--- config.mk ---
export PLATFORM = sky130hd
export DESIGN_NAME = btpc_temp
export DESIGN_NICKNAME = d
export VERILOG_FILES = /design/src/hw/rtl/baro_temp_pressure_compensation_macros.svh /design/src/hw/rtl/btpc_pkg.sv /design/src/hw/rtl/btpc_temp.sv
export SDC_FILE = /design/constraint.sdc
export NUM_CORES = 2
export LEC_CHECK = 0
export ABC_AREA = 1
export BUFFER_PORTS_ARGS = -buffer_cell sky130_fd_sc_hd__buf_2
export CAP_MARGIN = 20
export CORE_MARGIN = 5
export CORE_UTILIZATION = 59
export CTS_CLUSTER_DIAMETER = 30
export DETAILED_ROUTE_END_ITERATION = 7
export PLACE_DENSITY = 0.78
export SYNTH_ARGS = -nofsm -noshare
export SYNTH_HDL_FRONTEND = slang
export SYNTH_SLANG_ARGS = --single-unit
--- constraint.sdc ---
create_clock -name clk_i -period 5.2 [get_ports clk_i]
set_input_delay 0.52 -clock clk_i [delete_from_list [all_inputs] [get_ports clk_i]]
set_output_delay 0.52 -clock clk_i [all_outputs]
set_load 0.02 [all_outputs]
--- src/hw/rtl/baro_temp_pressure_compensation_macros.svh ---
// ----------------------------------------------------------------------------
// Assertion macros
// Shared concurrent assertion forms, clocked on clk_i; BTPC_ASSERT is disabled while rst_ni is low.
// ----------------------------------------------------------------------------
`ifndef BARO_TEMP_PRESSURE_COMPENSATION_MACROS_SVH
`define BARO_TEMP_PRESSURE_COMPENSATION_MACROS_SVH

// clocked assertion, disabled while in reset
`define BTPC_ASSERT(lbl, prop, msg) \
  lbl: assert property (@(posedge clk_i) disable iff (!rst_ni) (prop)) else $error(msg);

// clocked assertion that also holds during reset
`define BTPC_ASSERT_ALWAYS(lbl, prop, msg) \
  lbl: assert property (@(posedge clk_i) (prop)) else $error(msg);

`endif

--- src/hw/rtl/btpc_pkg.sv ---
// ----------------------------------------------------------------------------
// btpc_pkg
// Types and constants of the barometric compensation pipeline.
// ----------------------------------------------------------------------------
package btpc_pkg;

  localparam int unsigned TempStages = 5;
  localparam int unsigned PreStages  = 6;
  localparam int unsigned DivBits    = 64;
  localparam int unsigned PostStages = 5;
  localparam int unsigned Latency    = TempStages + PreStages + DivBits + PostStages;

  localparam logic [1:0] CfgTempTrim  = 2'd0;
  localparam logic [1:0] CfgPressLow  = 2'd1;
  localparam logic [1:0] CfgPressMid  = 2'd2;
  localparam logic [1:0] CfgPressHigh = 2'd3;

  localparam logic signed [35:0] CentiRound = 36'sd128;
  localparam logic signed [32:0] FineOffset = 33'sd128000;
  localparam logic [20:0]        PressBase  = 21'd1048576;
  localparam logic signed [63:0] NumScale   = 64'sd3125;
  localparam logic signed [63:0] DenBias    = 64'sh0000_8000_0000_0000;
  localparam int unsigned        P4Shift    = 35;
  localparam int unsigned        DenShift   = 33;

  typedef struct packed {
    logic [31:0] centi;
    logic [31:0] fine;
  } btpc_side_t;

  typedef struct packed {
    logic [63:0] num;
    logic [63:0] den;
    logic        neg;
    logic        zero;
    btpc_side_t  side;
  } btpc_div_t;

endpackage

--- src/hw/rtl/btpc_temp.sv ---
// ----------------------------------------------------------------------------
// btpc_temp
// Temperature compensation stages: fine value, centi degrees, pressure offset.
// ----------------------------------------------------------------------------
module btpc_temp (
  input  logic                    clk_i,
  input  logic                    rst_ni,
  input  logic                    valid_i,
  input  logic [19:0]             raw_temperature_i,
  input  logic [19:0]             raw_pressure_i,
  input  logic [47:0]             temperature_trim_i,
  output logic                    valid_o,
  output btpc_pkg::btpc_side_t    side_o,
  output logic signed [32:0]      v1_o,
  output logic [19:0]             raw_pressure_o
);

  logic [15:0]        t1;
  logic signed [15:0] t2, t3;
  logic [4:0]         vld_q;
  logic [19:0]        ap_q [5];

  logic signed [17:0] a_d, a_q;
  logic signed [16:0] b_d, b_q;
  logic signed [33:0] m1_d, m1_q, m1b_q, bb_d, bb_q;
  logic signed [37:0] m2_d, m2_q;
  logic signed [31:0] fine_d, fine_q;
  logic signed [35:0] fine5;
  logic signed [31:0] centi_d;
  logic signed [32:0] v1_d;
  btpc_pkg::btpc_side_t side_q;
  logic signed [32:0] v1_q;

  assign t1 = temperature_trim_i[15:0];
  assign t2 = $signed(temperature_trim_i[31:16]);
  assign t3 = $signed(temperature_trim_i[47:32]);

  always_comb begin
    a_d     = $signed({1'b0, raw_temperature_i[19:3]}) - $signed({1'b0, t1, 1'b0});
    b_d     = $signed({1'b0, raw_temperature_i[19:4]}) - $signed({1'b0, t1});
    m1_d    = 34'(a_q) * 34'(t2);
    bb_d    = 34'(b_q) * 34'(b_q);
    m2_d    = 38'(bb_q >>> 12) * 38'(t3);
    fine_d  = 32'(m1b_q >>> 11) + 32'(m2_q >>> 14);
    fine5   = (36'(fine_q) <<< 2) + 36'(fine_q) + btpc_pkg::CentiRound;
    centi_d = 32'(fine5 >>> 8);
    v1_d    = 33'(fine_q) - btpc_pkg::FineOffset;
  end

  always_ff @(posedge clk_i or negedge rst_ni) begin
    if (!rst_ni) begin
      vld_q <= '0;
    end else begin
      vld_q <= {vld_q[3:0], valid_i};
    end
  end

  always_ff @(posedge clk_i) begin
    a_q          <= a_d;
    b_q          <= b_d;
    m1_q         <= m1_d;
    bb_q         <= bb_d;
    m1b_q        <= m1_q;
    m2_q         <= m2_d;
    fine_q       <= fine_d;
    side_q.centi <= centi_d;
    side_q.fine  <= fine_q;
    v1_q         <= v1_d;
    ap_q[0]      <= raw_pressure_i;
    for (int i = 1; i < 5; i++) begin
      ap_q[i] <= ap_q[i-1];
    end
  end

  assign valid_o        = vld_q[4];
  assign side_o         = side_q;
  assign v1_o           = v1_q;
  assign raw_pressure_o = ap_q[4];

endmodule

Yosys cells after proc, flatten, opt, wreduce, memory -nomap -nowiden. Memory sizes are Yosys's and may differ from the RTL's. Index checks and enable logic that the tools add are counted.

Bits in registers: 291. RAM bits: 100. Bits of input ports: 91. Output and inout bits: 118. Logic and storage cells: 21. Memories kept: 1.

$add $sub $neg: 6. Multipliers: 3.

Memories: ap_q (depth 5, bits a word 20, read ports 5, clocked after memory_dff 0, wr ports 5, RTL line btpc_temp.sv:21) `logic [19:0] ap_q [5];`.

Operator list (number): $mul 22x16->38 (1); $mul 17x17->34 (1); $mul 18x16->34 (1); $add 28x9->29 const B (1); $add 27x25->28 (1); $sub 25x18->26 const B (1); $add 23x24->25 (1); $sub 17x17->18 (1); $sub 16x16->17 (1).

Longest topological paths before layout.
Depth in word-level cells: 2. Gate-level depth with buffers: 29. Depth with buffers taken out: 27.

Worst setup path after synthesis. Ideal clock, no wire load.

Path kind: register -> register. Start: reg b_q[2]. End: reg bb_q[27]. Setup time: 0.072 ns. Arrival: 5.594 ns. Data required time: 5.128 ns. Setup slack: -0.466 ns. Cell stages (with the launch flop): 24. Path buffers: 2. Clock period less this slack: 5.666 ns. Path through: dfxtp_1 > buf_2 > clkbuf_1 > nand2_1 > inv_1 > fa_1 > fa_1 > inv_1 > fa_1 > inv_1 > fa_1 > inv_1 > fa_1 > inv_1 > fa_1 > ha_1 > nand2_1 > nor2_1 > inv_1 > nor3_2 > nand3_1 > or2_0 > nand2_1 > xor2_1.

Word-level cells in the longest chain between the ends: 1.

Ends and longest elaborated chain: from (decl) (RTL line btpc_temp.sv:24) `logic signed [16:0] b_d, b_q;`; from (signal assigned) (RTL line btpc_temp.sv:60) `b_q <= b_d;`; $mul 17x17->34 (RTL line btpc_temp.sv:42) `bb_d = 34'(b_q) * 34'(b_q);`; via bb_d[27] (RTL line btpc_temp.sv:25) `logic signed [33:0] m1_d, m1_q, m1b_q, bb_d, bb_q;`; to (signal assigned) (RTL line btpc_temp.sv:62) `bb_q <= bb_d;`; to (decl) (RTL line btpc_temp.sv:25).

The timed path passes the listed nets, and every way through them passes these cells.

==> key figures <==
Worst setup path
  • CP Class: reg2reg
  • Critical Path Max Stage Delay: 0.58 ns
  • Buf/Inv on CP: 7
  • Critical Path Sink Type: register
  • Worst EP arrival: 6.26 ns
  • CP max FO: 5
  • Delay-heaviest family, CP: adder cells
  • Max stage delay cell, worst path: fa_1
  • R2r setup slk: -0.53 ns
  • Worst R2R Path Depth: 21
  • R2R Path Start: b_q[8]
  • Worst EP required: 5.73 ns
  • Worst path cell trace: buf_12 -> buf_4 -> nand2_1 -> fa_1 -> inv_1 -> fa_1 -> fa_1 -> fa_1 -> fa_1 -> inv_1 -> fa_1 -> inv_1 -> ha_4 -> inv_1 -> o21ai_2 -> a21oi_2 -> o21a_1 -> buf_4 -> o211ai_1 -> nand2_1 -> nand2_1
  • Most frequent cell on the critical path: fa_1
  • Reg-to-Reg End: m1_q[23]
  • Critical path startpoint category: register
  • WP depth: 21

Floorplanning
  • FP Rows: 102
  • I/O Pins: 209
  • Die Width: 288 um
  • Core Box Area: 77100 um2
  • Initial Utilization: 0.592
  • Die footprint: 83000 um2
  • DIE HEIGHT: 288 um

STA
  • Setup ws final: -0.535 ns
  • RSZ-0062 raised after global routing: yes
  • Setup-failing EPs final: 58
  • Slew HR: 0.550
  • Max Slew Vio Count: 0
  • Max frequency: 174 MHz
  • Count of final hold-check violations: 0
  • Worst Hold Margin: 0.0279 ns
  • Clk_skew: 0.0221 ns
  • Worst Max-Slew Pin Slew: 0.675 ns
  • Crit path time final: 5.73 ns
  • Fin crit share: 1.10

Finish
  • Final net count: 7622
  • Final core utilization: 0.750
  • Area grow syn2layout: 26.8%
  • Layout cells sized above 1: 0.258
  • Final cell count without fillers: 7359

Routing
  • DRC: 15
  • Wire per inst: 18.7 um
  • Iteration-0 DRC Markers: 3127
  • Routed via count: 39.4k
  • Drt pass-1 iters: 8
  • DR vias/cell: 5.36
  • Wirelength, routed: 137000 um
  • DRT antenna net count: 0

Place
  • RD Place Congestion: 0.931
  • Placed Cells incl. Taps: 7114
  • Number of I/O port buffers: 205
  • HPWL Detailed: 95600 um
  • Place WS: -0.565 ns

Global route
  • Busiest grt layer: met2
  • Largest net degree at the start of global routing: 21
  • Vias in the first global route: 42.0k
  • Met1 Use GR: 0.358
  • Grt met3 use: 0.0633
  • Grt ovf: 0
  • Global-route wire length before repair: 205000 um
  • All-Layer GR Usage: 0.306
  • Met2 usage: 0.536
  • Initial antenna violation count: 1

Clocking
  • TritonCTS clock tree: done
  • CTS H-tree depth: 2
  • Root Driver: clkbuf_16
  • Clock Sinks: 302
  • Clock latency on the worst-skew pair: 0.61 ns
  • Largest buffer count on any clock path: 3
  • Reg clk slew, reported paths: 0.05 ns
  • Cts bufs inserted: 50

Worst hold path
  • Hold Path Class: in2reg
  • Worst hold path depth: 1
  • Hold path endpoint: ap_q[0][1]
  • HP Start: raw_pressure_i[1]

Synth
  • Cell area after synthesis: 45600 um2
  • Syn avg cell area: 8.19 um2
  • Post-synth top flop: dfxtp_1
  • Post-synthesis cell count: 5571
  • FF+latch count, synth: 302
  • Main area contributors after synthesis: fa_1, inv_1, dfxtp_1, nand2_1, ha_1
  • Leading area contributor after synthesis: fa_1
  • Yosys Warn Count: 0
  • Number of flops mapped to enable cells by yosys: 0
  • Syn_nets: 6915
  • Register area share after synthesis: 0.133
  • Count of cell types in the netlist: 48
  • Async set-reset flop share out of synthesis: 0.0166
  • Post-synth top area share: 0.399

Outcome
  • Failing checks: design-rule violations, negative setup slack
  • Outcome: finished with violations

Run
  • Max Cap Viol: 0
[cells by family after synthesis]
group / count (synthesis) / share of synthesized area
xor+xnor: 133 / 0.0255
buf+inv: 1817 / 0.154
fa+ha+maj: 1253 / 0.493
flops: 302 / 0.133
compound gates: 360 / 0.0449
simple gates: 1706 / 0.149
[layer usage]
layer / vias to the layer above / share of wire
met3: 857 / 0.089
li1: 17400 / -
met1: 18900 / 0.34
met4: 0 / 0.073
met2: 2191 / 0.49
met5: - / 0
[cell usage in the layout (no fill, tap or decap), types with 65 or more instances in the layout]
cell type     n
nand2_1    1078
buf_2       205
nand2_2     115
buf_4       527
xor2_1       82
dfxtp_1     267
fa_1        848
ha_4         65
inv_2       109
a21oi_1     108
nand3_1     101
nor2_1      165
inv_1      1481
ha_1        280
[final cells by class]
class,count,area (um2)
Tap cell,1040,1300
Fill cell,5123,19300
Timing Repair Buffer,875,7220
Inverter,1597,6020
Sequential cell,302,6160
Antenna cell,1,2.50
Multi-Input combinational cell,3452,35400
Clock buffer,54,1280
Clock inverter,38,493
[worst reg2reg max path, stage by stage, from the launching register on]
cell and delay, ns:
dfxtp_4 0.41, buf_12 0.18, buf_4 0.14, nand2_1 0.08
fa_1 0.53, inv_1 0.13, fa_1 0.58, fa_1 0.56
fa_1 0.50, fa_1 0.56, inv_1 0.07, fa_1 0.51
inv_1 0.08, ha_4 0.32, inv_1 0.09, o21ai_2 0.21
a21oi_2 0.08, o21a_1 0.20, buf_4 0.15, o211ai_1 0.09
nand2_1 0.08, nand2_1 0.11
[worst max-delay path by stage]
stage,start,endpoint,slack (ns)
after floorplan,b_q[4],bb_q[33],-0.02
after CTS,a_q[17],m1_q[28],-0.26
after global routing,b_q[8],m1_q[23],-0.56
final,b_q[8],m1_q[23],-0.53
after detailed placement,temperature_trim_i[34],m2_q[32],-0.57
after global placement,temperature_trim_i[34],m2_q[34],-0.52
[stage by stage]
stage	setup TNS [ns]	area, um2
6_report	-12.67	57800
5_1_grt	-21.53	57800
4_1_cts	-4.13	56200
3_5_place_dp	-26.74	51600
3_3_place_gp	-22.70	51600
2_1_floorplan	-0.0727	46300
[synth_stat cells, types with 11 or more instances]
library cell	count
a21o_1	18
a21oi_1	173
buf_4	57
clkbuf_1	153
dfxtp_1	297
fa_1	908
ha_1	345
inv_1	1596
nand2_1	1236
nand3_1	118
nand4_1	25
nor2_1	250
nor3_1	34
o211ai_1	12
o21ai_0	84
o21ai_1	11
o21bai_1	29
or2_2	15
xnor2_1	39
xor2_1	94
[state kept, by name (all words and copies together), names as in the netlist, 22 cells and up]
register and cells:
bb_q 22, m2_q 24, m1_q 23, ap_q 100, fine_q 25, m1b_q 23, side_o 46
[repair_timing]
item / in CTS / in global routing
gates cloned: 13 / 3
endpoints found under the hold margin: 26 / 0
setup buffers: 61 / 60
resized for setup: 493 / 359
setup endpoints to repair: 68 / 69
hold buffers: 22 / 0
pin swaps: 197 / 206
Power is not shown: default switching activity piles up to over one toggle a cycle in this logic, so the estimate is an artifact.
